--- src/hw/rtl/ppd_pkg.sv ---
`timescale 1ns / 1ps
// Shared types, widths and codes for the point to polygon distance block.
package ppd_pkg;

  localparam int unsigned COORD_W      = 16;
  localparam int unsigned DIFF_W       = 17;
  localparam int unsigned PROD_W       = 34;
  localparam int unsigned CROSS_W      = 36;
  localparam int unsigned SQ_W         = 34;
  localparam int unsigned FRAC_W       = 16;
  localparam int unsigned RAD_W        = SQ_W + FRAC_W;
  localparam int unsigned ROOT_W       = RAD_W / 2;
  localparam int unsigned DIST_W       = 25;
  localparam int unsigned OUT_W        = 26;
  localparam int unsigned ITER_W       = 6;
  localparam int unsigned MAXV_DEFAULT = 4096;
  localparam int unsigned APB_AW       = 3;
  localparam int unsigned APB_DW       = 32;

  // Register index, taken from the word address bit of paddr.
  localparam logic REG_QUERY_X = 1'b0;
  localparam logic REG_QUERY_Y = 1'b1;

  typedef enum logic [1:0] {
    SGN_ZERO = 2'd0,
    SGN_POS  = 2'd1,
    SGN_NEG  = 2'd2
  } sign_e;

  typedef enum logic [2:0] {
    U_IDLE,
    U_MUL,
    U_SEL,
    U_SQRT,
    U_DIV,
    U_DONE
  } unit_state_e;

  typedef enum logic [1:0] {
    T_IDLE,
    T_EDGE,
    T_CLOSE
  } top_state_e;

  typedef struct packed {
    logic              done;
    logic [DIST_W-1:0] distance;
    sign_e             sgn;
  } edge_res_t;

  function automatic logic opposite(sign_e s, sign_e t);
    return ((s == SGN_POS) && (t == SGN_NEG)) || ((s == SGN_NEG) && (t == SGN_POS));
  endfunction

endpackage

--- src/hw/rtl/ppd_edge_unit.sv ---
`timescale 1ns / 1ps
// Edge distance unit: shared multiplier, bit-serial square root and divider.
module ppd_edge_unit (
  input  logic                                clk_i,
  input  logic                                rst_ni,
  input  logic                                req_i,
  input  logic signed [ppd_pkg::COORD_W-1:0]  sx_i,
  input  logic signed [ppd_pkg::COORD_W-1:0]  sy_i,
  input  logic signed [ppd_pkg::COORD_W-1:0]  ex_i,
  input  logic signed [ppd_pkg::COORD_W-1:0]  ey_i,
  input  logic signed [ppd_pkg::COORD_W-1:0]  qx_i,
  input  logic signed [ppd_pkg::COORD_W-1:0]  qy_i,
  output ppd_pkg::edge_res_t                  res_o
);

  localparam int unsigned DW = ppd_pkg::DIFF_W;
  localparam int unsigned RW = ppd_pkg::ROOT_W;

  ppd_pkg::unit_state_e state_q, state_d;

  logic signed [DW-1:0] dx_q, dy_q, ax_q, ay_q, bx_q, by_q;
  logic [2:0] step_q;
  logic signed [ppd_pkg::CROSS_W-1:0] cr_q;
  logic [ppd_pkg::SQ_W-1:0] a2_q, b2_q, c2_q;
  logic [ppd_pkg::RAD_W-1:0] op_q;
  logic [RW-1:0] root_q, divisor_q, quo_q;
  logic [RW+1:0] rem_q;
  logic [ppd_pkg::ITER_W-1:0] iter_q;
  logic div_mode_q, ovf_q;
  logic [ppd_pkg::DIST_W-1:0] dist_q;

  logic signed [DW-1:0] ma, mb;
  logic signed [ppd_pkg::PROD_W-1:0] prod;
  logic [ppd_pkg::SQ_W-1:0] acr;
  logic [ppd_pkg::SQ_W:0] sum_ac, sum_bc;
  logic [RW+1:0] sq_rem_n, sq_trial;
  logic [RW-1:0] root_n;
  logic sq_ge;
  logic [RW:0] dv_rem_n;
  logic dv_ge;
  logic [RW-1:0] quo_n;
  logic ovf_n;

  function automatic logic signed [DW-1:0] diff(logic signed [ppd_pkg::COORD_W-1:0] a,
                                                logic signed [ppd_pkg::COORD_W-1:0] b);
    return DW'(a) - DW'(b);
  endfunction

  // One 17 x 17 signed multiply per cycle; the step picks the operand pair.
  always_comb begin
    unique case (step_q)
      3'd0: begin ma = dx_q; mb = ay_q; end
      3'd1: begin ma = dy_q; mb = ax_q; end
      3'd2: begin ma = ax_q; mb = ax_q; end
      3'd3: begin ma = ay_q; mb = ay_q; end
      3'd4: begin ma = bx_q; mb = bx_q; end
      3'd5: begin ma = by_q; mb = by_q; end
      3'd6: begin ma = dx_q; mb = dx_q; end
      default: begin ma = dy_q; mb = dy_q; end
    endcase
    prod = ma * mb;
  end

  always_comb begin
    acr      = cr_q[ppd_pkg::CROSS_W-1] ? ppd_pkg::SQ_W'(-cr_q) : ppd_pkg::SQ_W'(cr_q);
    sum_ac   = {1'b0, a2_q} + {1'b0, c2_q};
    sum_bc   = {1'b0, b2_q} + {1'b0, c2_q};
    sq_rem_n = {rem_q[RW-1:0], op_q[ppd_pkg::RAD_W-1 -: 2]};
    sq_trial = {root_q, 2'b01};
    sq_ge    = sq_rem_n >= sq_trial;
    root_n   = {root_q[RW-2:0], sq_ge};
    dv_rem_n = {rem_q[RW-1:0], op_q[ppd_pkg::RAD_W-1]};
    dv_ge    = dv_rem_n >= {1'b0, divisor_q};
    quo_n    = {quo_q[RW-2:0], dv_ge};
    ovf_n    = ovf_q | quo_q[RW-1];
  end

  always_comb begin
    state_d = state_q;
    unique case (state_q)
      ppd_pkg::U_IDLE: if (req_i) state_d = ppd_pkg::U_MUL;
      ppd_pkg::U_MUL:  if (step_q == 3'd7) state_d = ppd_pkg::U_SEL;
      ppd_pkg::U_SEL:  state_d = ppd_pkg::U_SQRT;
      ppd_pkg::U_SQRT: begin
        if (iter_q == ppd_pkg::ITER_W'(RW - 1)) begin
          state_d = div_mode_q ? ppd_pkg::U_DIV : ppd_pkg::U_DONE;
        end
      end
      ppd_pkg::U_DIV: begin
        if (iter_q == ppd_pkg::ITER_W'(ppd_pkg::RAD_W - 1)) state_d = ppd_pkg::U_DONE;
      end
      // A new request may follow the finished edge directly.
      ppd_pkg::U_DONE: state_d = req_i ? ppd_pkg::U_MUL : ppd_pkg::U_IDLE;
      default: state_d = ppd_pkg::U_IDLE;
    endcase
  end

  always_ff @(posedge clk_i or negedge rst_ni) begin
    if (!rst_ni) begin
      state_q <= ppd_pkg::U_IDLE;
    end else begin
      state_q <= state_d;
    end
  end

  always_ff @(posedge clk_i) begin
    unique case (state_q)
      ppd_pkg::U_IDLE, ppd_pkg::U_DONE: begin
        dx_q   <= diff(ex_i, sx_i);
        dy_q   <= diff(ey_i, sy_i);
        ax_q   <= diff(qx_i, sx_i);
        ay_q   <= diff(qy_i, sy_i);
        bx_q   <= diff(qx_i, ex_i);
        by_q   <= diff(qy_i, ey_i);
        step_q <= 3'd0;
      end
      ppd_pkg::U_MUL: begin
        step_q <= step_q + 3'd1;
        unique case (step_q)
          3'd0: cr_q <= ppd_pkg::CROSS_W'(prod);
          3'd1: cr_q <= cr_q - ppd_pkg::CROSS_W'(prod);
          3'd2: a2_q <= prod[ppd_pkg::SQ_W-1:0];
          3'd3: a2_q <= a2_q + prod[ppd_pkg::SQ_W-1:0];
          3'd4: b2_q <= prod[ppd_pkg::SQ_W-1:0];
          3'd5: b2_q <= b2_q + prod[ppd_pkg::SQ_W-1:0];
          3'd6: c2_q <= prod[ppd_pkg::SQ_W-1:0];
          default: c2_q <= c2_q + prod[ppd_pkg::SQ_W-1:0];
        endcase
      end
      ppd_pkg::U_SEL: begin
        rem_q  <= '0;
        root_q <= '0;
        iter_q <= '0;
        // Obtuse angle at an end: the nearer endpoint is the answer.
        priority if ({1'b0, b2_q} >= sum_ac) begin
          op_q <= {a2_q, {ppd_pkg::FRAC_W{1'b0}}};
          div_mode_q <= 1'b0;
        end else if ({1'b0, a2_q} >= sum_bc) begin
          op_q <= {b2_q, {ppd_pkg::FRAC_W{1'b0}}};
          div_mode_q <= 1'b0;
        end else begin
          op_q <= {c2_q, {ppd_pkg::FRAC_W{1'b0}}};
          div_mode_q <= 1'b1;
        end
      end
      ppd_pkg::U_SQRT: begin
        root_q <= root_n;
        if (iter_q == ppd_pkg::ITER_W'(RW - 1)) begin
          iter_q    <= '0;
          divisor_q <= root_n;
          dist_q    <= root_n;
          if (div_mode_q) begin
            op_q  <= {acr, {ppd_pkg::FRAC_W{1'b0}}};
            rem_q <= '0;
            quo_q <= '0;
            ovf_q <= 1'b0;
          end
        end else begin
          rem_q  <= sq_ge ? (sq_rem_n - sq_trial) : sq_rem_n;
          op_q   <= {op_q[ppd_pkg::RAD_W-3:0], 2'b00};
          iter_q <= iter_q + 1'b1;
        end
      end
      ppd_pkg::U_DIV: begin
        rem_q  <= {1'b0, dv_ge ? (dv_rem_n - {1'b0, divisor_q}) : dv_rem_n};
        quo_q  <= quo_n;
        ovf_q  <= ovf_n;
        op_q   <= {op_q[ppd_pkg::RAD_W-2:0], 1'b0};
        iter_q <= iter_q + 1'b1;
        dist_q <= ovf_n ? '1 : quo_n;
      end
      default: begin
      end
    endcase
  end

  always_comb begin
    res_o.done     = (state_q == ppd_pkg::U_DONE);
    res_o.distance = dist_q;
    priority if (cr_q > 0) res_o.sgn = ppd_pkg::SGN_POS;
    else if (cr_q < 0)     res_o.sgn = ppd_pkg::SGN_NEG;
    else                   res_o.sgn = ppd_pkg::SGN_ZERO;
  end

endmodule

--- src/hw/rtl/point_polygon_distance.sv ---
`timescale 1ns / 1ps
// Top level of the point to convex polygon distance block.
//
// The query point is written over the APB port (query_x at address 0, query_y
// at address 4, both signed 16 bit). Polygon vertices are then given in order,
// one per start transfer, the final one with last_vertex_i set; a vertex is
// taken at a clock edge where start is high and busy is low. For each edge the
// block computes the cross sign and the distance from the point to the segment
// on one shared unit: eight multiplies, a 25 step square root and, when the
// perpendicular distance is needed, a 50 step divide. A vertex keeps busy high
// while its edges run; a final vertex that is not the first runs its own edge
// and then the closing one. The first vertex has no edge of its own and,
// unless it is also final, is taken without raising busy. After the final
// vertex the result appears for exactly one cycle with result_valid_o high;
// the receiver cannot stall it, so it must sample it then. inside_res_o is 1
// when no two neighboring edges have strictly opposite cross signs, and
// doubled_distance_o then holds 0; otherwise it holds twice the minimum
// distance with 8 fraction bits. Non-final vertices beyond MAX_VERTICES - 1
// are dropped. The user must write configuration only while idle (unchecked).
module point_polygon_distance #(
  parameter int unsigned MAX_VERTICES = ppd_pkg::MAXV_DEFAULT
) (
  input  logic                                clk_i,
  input  logic                                rst_ni,
  input  logic                                start,
  output logic                                busy,
  input  logic signed [ppd_pkg::COORD_W-1:0]  vertex_x_i,
  input  logic signed [ppd_pkg::COORD_W-1:0]  vertex_y_i,
  input  logic                                last_vertex_i,
  output logic                                result_valid_o,
  output logic                                inside_res_o,
  output logic [ppd_pkg::OUT_W-1:0]           doubled_distance_o,
  input  logic                                psel,
  input  logic                                penable,
  input  logic                                pwrite,
  input  logic [ppd_pkg::APB_AW-1:0]          paddr,
  input  logic [ppd_pkg::APB_DW-1:0]          pwdata,
  output logic [ppd_pkg::APB_DW-1:0]          prdata,
  output logic                                pready
);

  localparam int unsigned CNT_W = $clog2(MAX_VERTICES + 1);
  localparam int unsigned CW    = ppd_pkg::COORD_W;

  ppd_pkg::top_state_e state_q, state_d;

  logic signed [CW-1:0] qx_q, qy_q;
  logic signed [CW-1:0] first_x_q, first_y_q, prev_x_q, prev_y_q;
  logic signed [CW-1:0] vx_q, vy_q;
  logic last_q;
  ppd_pkg::sign_e first_sign_q, prev_sign_q;
  logic conflict_q;
  logic [ppd_pkg::DIST_W-1:0] min_q;
  logic [CNT_W-1:0] count_q;
  logic res_valid_q, res_inside_q;
  logic [ppd_pkg::OUT_W-1:0] res_dist_q;

  logic accept, drop;
  logic req;
  logic signed [CW-1:0] sx, sy, ex, ey;
  ppd_pkg::edge_res_t eres;
  logic [ppd_pkg::DIST_W-1:0] min_n;
  logic conflict_close;

  // APB: writes complete in the access phase, no wait states.
  assign pready = 1'b1;
  always_comb begin
    if (paddr[2] == ppd_pkg::REG_QUERY_Y) prdata = ppd_pkg::APB_DW'(qy_q);
    else                                  prdata = ppd_pkg::APB_DW'(qx_q);
  end

  always_ff @(posedge clk_i or negedge rst_ni) begin
    if (!rst_ni) begin
      qx_q <= '0;
      qy_q <= '0;
    end else if (psel && penable && pwrite && pready) begin
      if (paddr[2] == ppd_pkg::REG_QUERY_X) qx_q <= pwdata[CW-1:0];
      else                                  qy_q <= pwdata[CW-1:0];
    end
  end

  assign busy   = (state_q != ppd_pkg::T_IDLE);
  assign accept = start && !busy;
  assign drop   = !last_vertex_i &&
                  ((CNT_W + 1)'(count_q) + 1'b1 >= (CNT_W + 1)'(MAX_VERTICES));

  // Launch an edge: the vertex edge at accept, the closing edge after it or, for a lone vertex, at accept.
  always_comb begin
    req = 1'b0;
    sx  = prev_x_q;
    sy  = prev_y_q;
    ex  = vertex_x_i;
    ey  = vertex_y_i;
    if (state_q == ppd_pkg::T_IDLE) begin
      if (accept && !drop) begin
        if (count_q != '0) begin
          req = 1'b1;
        end else if (last_vertex_i) begin
          // A lone vertex only has its zero-length closing edge.
          req = 1'b1;
          sx  = vertex_x_i;
          sy  = vertex_y_i;
        end
      end
    end else if (state_q == ppd_pkg::T_EDGE && eres.done && last_q) begin
      req = 1'b1;
      sx  = vx_q;
      sy  = vy_q;
      ex  = first_x_q;
      ey  = first_y_q;
    end
  end

  ppd_edge_unit u_edge (
    .clk_i  (clk_i),
    .rst_ni (rst_ni),
    .req_i  (req),
    .sx_i   (sx),
    .sy_i   (sy),
    .ex_i   (ex),
    .ey_i   (ey),
    .qx_i   (qx_q),
    .qy_i   (qy_q),
    .res_o  (eres)
  );

  assign min_n = (eres.distance < min_q) ? eres.distance : min_q;
  assign conflict_close = conflict_q || ((count_q >= CNT_W'(2)) &&
                          (ppd_pkg::opposite(prev_sign_q, eres.sgn) ||
                           ppd_pkg::opposite(eres.sgn, first_sign_q)));

  always_comb begin
    state_d = state_q;
    unique case (state_q)
      ppd_pkg::T_IDLE: begin
        if (accept && !drop) begin
          if (count_q != '0)      state_d = ppd_pkg::T_EDGE;
          else if (last_vertex_i) state_d = ppd_pkg::T_CLOSE;
        end
      end
      ppd_pkg::T_EDGE: begin
        if (eres.done) state_d = last_q ? ppd_pkg::T_CLOSE : ppd_pkg::T_IDLE;
      end
      ppd_pkg::T_CLOSE: if (eres.done) state_d = ppd_pkg::T_IDLE;
      default: state_d = ppd_pkg::T_IDLE;
    endcase
  end

  always_ff @(posedge clk_i or negedge rst_ni) begin
    if (!rst_ni) begin
      state_q      <= ppd_pkg::T_IDLE;
      first_x_q    <= '0;
      first_y_q    <= '0;
      prev_x_q     <= '0;
      prev_y_q     <= '0;
      first_sign_q <= ppd_pkg::SGN_ZERO;
      prev_sign_q  <= ppd_pkg::SGN_ZERO;
      conflict_q   <= 1'b0;
      min_q        <= '1;
      count_q      <= '0;
      res_valid_q  <= 1'b0;
    end else begin
      state_q     <= state_d;
      res_valid_q <= 1'b0;
      unique case (state_q)
        ppd_pkg::T_IDLE: begin
          if (accept && !drop && count_q == '0) begin
            first_x_q <= vertex_x_i;
            first_y_q <= vertex_y_i;
            prev_x_q  <= vertex_x_i;
            prev_y_q  <= vertex_y_i;
            count_q   <= CNT_W'(1);
          end
        end
        ppd_pkg::T_EDGE: begin
          if (eres.done) begin
            min_q    <= min_n;
            prev_x_q <= vx_q;
            prev_y_q <= vy_q;
            count_q  <= count_q + 1'b1;
            if (count_q == CNT_W'(1)) first_sign_q <= eres.sgn;
            else if (ppd_pkg::opposite(prev_sign_q, eres.sgn)) conflict_q <= 1'b1;
            prev_sign_q <= eres.sgn;
          end
        end
        ppd_pkg::T_CLOSE: begin
          if (eres.done) begin
            res_valid_q  <= 1'b1;
            first_x_q    <= '0;
            first_y_q    <= '0;
            prev_x_q     <= '0;
            prev_y_q     <= '0;
            first_sign_q <= ppd_pkg::SGN_ZERO;
            prev_sign_q  <= ppd_pkg::SGN_ZERO;
            conflict_q   <= 1'b0;
            min_q        <= '1;
            count_q      <= '0;
          end
        end
        default: begin
        end
      endcase
    end
  end

  // Vertex payload and result payload.
  always_ff @(posedge clk_i) begin
    if (accept) begin
      vx_q   <= vertex_x_i;
      vy_q   <= vertex_y_i;
      last_q <= last_vertex_i;
    end
    if (state_q == ppd_pkg::T_CLOSE && eres.done) begin
      res_inside_q <= !conflict_close;
      res_dist_q   <= conflict_close ? {min_n, 1'b0} : '0;
    end
  end

  assign result_valid_o     = res_valid_q;
  assign inside_res_o       = res_inside_q;
  assign doubled_distance_o = res_dist_q;

endmodule

--- config.mk ---
export PLATFORM = sky130hd
export DESIGN_NAME = point_polygon_distance
export DESIGN_NICKNAME = d
export VERILOG_FILES = /design/src/hw/rtl/ppd_pkg.sv /design/src/hw/rtl/ppd_edge_unit.sv /design/src/hw/rtl/point_polygon_distance.sv
export SDC_FILE = /design/constraint.sdc
export NUM_CORES = 2
export LEC_CHECK = 0
export ABC_CLOCK_PERIOD_IN_PS = 34400
export BUFFER_PORTS_ARGS = -buffer_cell sky130_fd_sc_hd__buf_2
export CAP_MARGIN = 5
export CORE_MARGIN = 2
export CORE_UTILIZATION = 55
export CTS_CLUSTER_DIAMETER = 150
export DETAILED_ROUTE_END_ITERATION = 12
export PLACE_DENSITY_LB_ADDON = 0.2
export SYNTH_ARGS = -nofsm -noshare
export SYNTH_HDL_FRONTEND = slang
export SYNTH_SLANG_ARGS = --single-unit
export TNS_END_PERCENT = 1
--- constraint.sdc ---
create_clock -name clk_i -period 34.4 [get_ports clk_i]
set_input_delay 6.88 -clock clk_i [delete_from_list [all_inputs] [get_ports clk_i]]
set_output_delay 6.88 -clock clk_i [all_outputs]
set_load 0.02 [all_outputs]
==> run summary <==
* **number of buffers added to fix hold violations after cts** 0
* **pin count of the biggest net entering global routing** 89
* **crit path DAT** 8.05 ns
* **post-layout net count** 7015
* **vias in the first global route** 44800
* **final worst path period share** 43.4%
* **count of fill cells added during filler insertion** 8680
* **sequential share of the synthesized area** 31.3%
* **final total negative setup slack** 0 ns
* **Syn Inst Count** 6047
* **remaining global-route overflow** 0
* **Post-Syn Nets** 6967
* **routed vias/inst** 5.94
* **share of flip-flops with an asynchronous set or reset** 23.6%
* **CTS max path bufs** 3
* **Required @ worst endpoint** 27.52 ns
* **root buffer cell** sky130_fd_sc_hd__clkbuf_16
* **Slew Limit Fails** 0
* **area added between synthesis and finish** 8.44%
* **Inserted Clock Buffers** 75
* **Initial Utilization** 55.6%
* **setup repair after global routing missed its margin** false
* **transition time of the tightest slew-check pin** 1.18 ns
* **Max stage delay cell, worst path** sky130_fd_sc_hd__mux2_2
* **Sink Count** 614
* **cell seen most often among critical-path stages** sky130_fd_sc_hd__buf_2
* **count of TritonRoute iterations in the first routing pass** 10
* **x dimension of the die** 325 um
* **buffering stage count on the worst path with inverters included** 2
* **initial antenna violation count** 2
* **total wire length** 147000 um
* **crit-path max FO** 20
* **CP Launch Type** input pin
* **largest area contributor in the netlist** sky130_fd_sc_hd__edfxtp_1
* **category of the worst setup path capture point** primary output
* **starting DRC count in detailed routing** 3991
* **die height** 325 um
* **number of setup violations in the final report** 0
* **antenna violation net count after detailed routing** 0
* **type of the worst setup path** input pin to primary output
* **ranking of synthesized cells by area** sky130_fd_sc_hd__edfxtp_1, sky130_fd_sc_hd__ha_1, sky130_fd_sc_hd__fa_1
* **diode insertion count for antenna repair** 0
* **register clock-pin slew on the reported worst setup and hold paths** 0.06 ns
* **area of the mapped netlist** 0.0566 mm^2
* **number of port buffers** 115
* **total setup buffers inserted after CTS** 0
* **worst-case headroom to the max-slew limit** 20.9%
* **placer congestion estimate** 0.931
* **cell family contributing the most delay on the critical path** buffers and inverters
* **reported max-cap violation count** 0
* **total via count in the routed design** 44700
* **quantity of gates resized following cts** 0
* **count of cell types in the netlist** 114
* **number of synthesized flops with an enable pin** 469
* **CP max stage delay** 0.50 ns
* **H-tree Lvls** 3
* **Total Routing Usage GR** 27.8%
* **final critical-path required period** 14.93 ns
* **wire length per cell after detailed routing** 19.5 um
* **number of cell rows** 117
* **area fraction of the dominant cell type after synthesis** 24.9%
* **ys flop type** sky130_fd_sc_hd__edfxtp_1
* **post-detail-place hpwl** 112000 um
* **die area** 0.106 mm^2
* **maximum clock frequency** 67.0 MHz
* **cells along the critical path** buf_2 > mux2_2 > buf_2
* **mean post-synth cell area** 9.36 um^2
* **Layout Skew** 0.0344 ns
* **placeable core area** 0.102 mm^2
* **global-route wire length before repair** 237000 um
* **count of warnings emitted by yosys** 0
* **fraction of final layout cells with drive strength greater than 1** 8.43%
* **Clock Latency Late Sink** 0.68 ns
* **number of design rule violations left after detail routing** 0
* **run status** finished clean
* **class of the worst hold path** flip-flop to flip-flop
* **number of I/O pins** 136
* **register bit count reported by yosys** 614
* **final number of hold-violating endpoints** 0
* **TritonCTS clock tree** done
routing by layer:
layer | GRT usage [%] | vias up | part of all wire, %
met5 | 0 | - | 0.020
met4 | 11.2 | 4 | 4.3
li1 | - | 21300 | -
met3 | 3.65 | 310 | 6.8
met2 | 45.7 | 1491 | 46
met1 | 37.4 | 21600 | 43
stage by stage:
| step | instance area, um^2 | setup slack, ns | cells | hold slack (ns) | utilization (%) |
|---|---|---|---|---|---|
| 2_1_floorplan | 56600 | 19.58 | 6047 | 0.450 | - |
| 3_3_place_gp | 58600 | 19.49 | 7386 | 0.459 | 57.5 |
| 3_5_place_dp | 58600 | 19.48 | 7386 | 0.461 | 57.5 |
| 4_1_cts | 61400 | 19.48 | 7526 | 0.475 | 60.3 |
| 5_1_grt | 61400 | 19.44 | 7526 | 0.499 | 60.3 |
| 6_report | 61400 | 19.47 | 7526 | 0.486 | 60.3 |
cells in the mapped netlist (all sizes together) (28+ instances only):
| master | count |
|---|---|
| ha | 537 |
| fa | 309 |
| o22ai | 53 |
| xnor2 | 218 |
| o21ai | 421 |
| nand2b | 76 |
| clkbuf | 179 |
| mux2 | 83 |
| a22oi | 64 |
| and3 | 28 |
| o31ai | 28 |
| o21a | 49 |
| nand3 | 112 |
| a222oi | 49 |
| a21boi | 62 |
| xor2 | 106 |
| a211o | 34 |
| nand2 | 545 |
| dfrtp | 120 |
| mux2i | 127 |
| edfxtp | 469 |
| a211oi | 33 |
| o21bai | 50 |
| nor2 | 534 |
| and2 | 64 |
| inv | 684 |
| a21o | 123 |
| nand4 | 48 |
| a22o | 42 |
| nor3 | 44 |
| buf | 47 |
| a31oi | 48 |
| nor2b | 90 |
| o211ai | 34 |
| a21oi | 321 |
sequential cells by signal, summed over array words and instances, names as in the netlist, 17 cells and up:
signal / cells
u_edge.c2_q: 34
u_edge.dy_q: 17
u_edge.a2_q: 34
u_edge.cr_q: 36
u_edge.op_q: 34
u_edge.b2_q: 34
u_edge.ax_q: 17
u_edge.ay_q: 17
u_edge.dx_q: 17
u_edge.dist_q: 25
doubled_distance_o: 25
u_edge.bx_q: 17
u_edge.rem_q: 25
u_edge.quo_q: 25
u_edge.divisor_q: 25
u_edge.root_q: 25
min_q: 25
u_edge.by_q: 17
cell families after synthesis:
logic type | after synthesis | synth area share (%)
mux | 210 | 3.90
other cells | 2 | 0.0133
flops | 614 | 31.3
simple gates | 1634 | 13.2
fa+ha+maj | 850 | 22.9
compound gates | 1499 | 17.3
buf+inv | 914 | 6.38
xor+xnor | 324 | 5.07
worst paths after layout:
| check | from | end | slack [ns] | cells after the start |
|---|---|---|---|---|
| min in group asynchronous | rst_ni | first_x_q[15]$_DFFE_PN0P_ | 6.26 | 1 |
| min | u_edge.root_q[0]$_SDFFCE_PN0P_ | u_edge.divisor_q[1]$_DFFE_PP_ | 0.49 | 0 |
| max | paddr[2] | prdata[18] | 19.47 | 3 |
| max reg2reg | u_edge.step_q[0]$_SDFFCE_PN0P_ | u_edge.cr_q[33]$_DFFE_PP_ | 22.03 | 45 |
| max in group asynchronous | rst_ni | result_valid_o$_DFF_PN0_ | 26.72 | 2 |
| min reg2reg | u_edge.root_q[0]$_SDFFCE_PN0P_ | u_edge.divisor_q[1]$_DFFE_PP_ | 0.49 | 0 |
layout by cell type (no fill, tap or decap), types with 90 or more instances in the layout:
cell type | Yosys | layout
sky130_fd_sc_hd__a21o_1 | 122 | 122
sky130_fd_sc_hd__a21oi_1 | 315 | 314
sky130_fd_sc_hd__buf_2 | 10 | 114
sky130_fd_sc_hd__dfrtp_1 | 120 | 120
sky130_fd_sc_hd__edfxtp_1 | 469 | 469
sky130_fd_sc_hd__fa_1 | 309 | 309
sky130_fd_sc_hd__ha_1 | 537 | 535
sky130_fd_sc_hd__inv_1 | 683 | 682
sky130_fd_sc_hd__mux2i_1 | 127 | 127
sky130_fd_sc_hd__nand2_1 | 543 | 543
sky130_fd_sc_hd__nand3_1 | 112 | 111
sky130_fd_sc_hd__nor2_1 | 533 | 525
sky130_fd_sc_hd__nor2b_1 | 90 | 90
sky130_fd_sc_hd__o21ai_0 | 365 | 363
sky130_fd_sc_hd__xnor2_1 | 217 | 217
sky130_fd_sc_hd__xor2_1 | 104 | 104
cell type report:
| class | count | area [um^2] | area share [%] |
|---|---|---|---|
| inverter | 687 | 2580 | 4.20 |
| clock buffer | 93 | 1990 | 3.25 |
| clock inverter | 47 | 782 | 1.27 |
| multi-input combinational | 4519 | 35400 | 57.6 |
| tap | 1368 | 1710 | 2.79 |
| sequential | 614 | 17700 | 28.9 |
| timing repair buffer | 198 | 1200 | 1.96 |
Power is not shown: default switching activity piles up to over one toggle a cycle in this logic, so the estimate is an artifact.
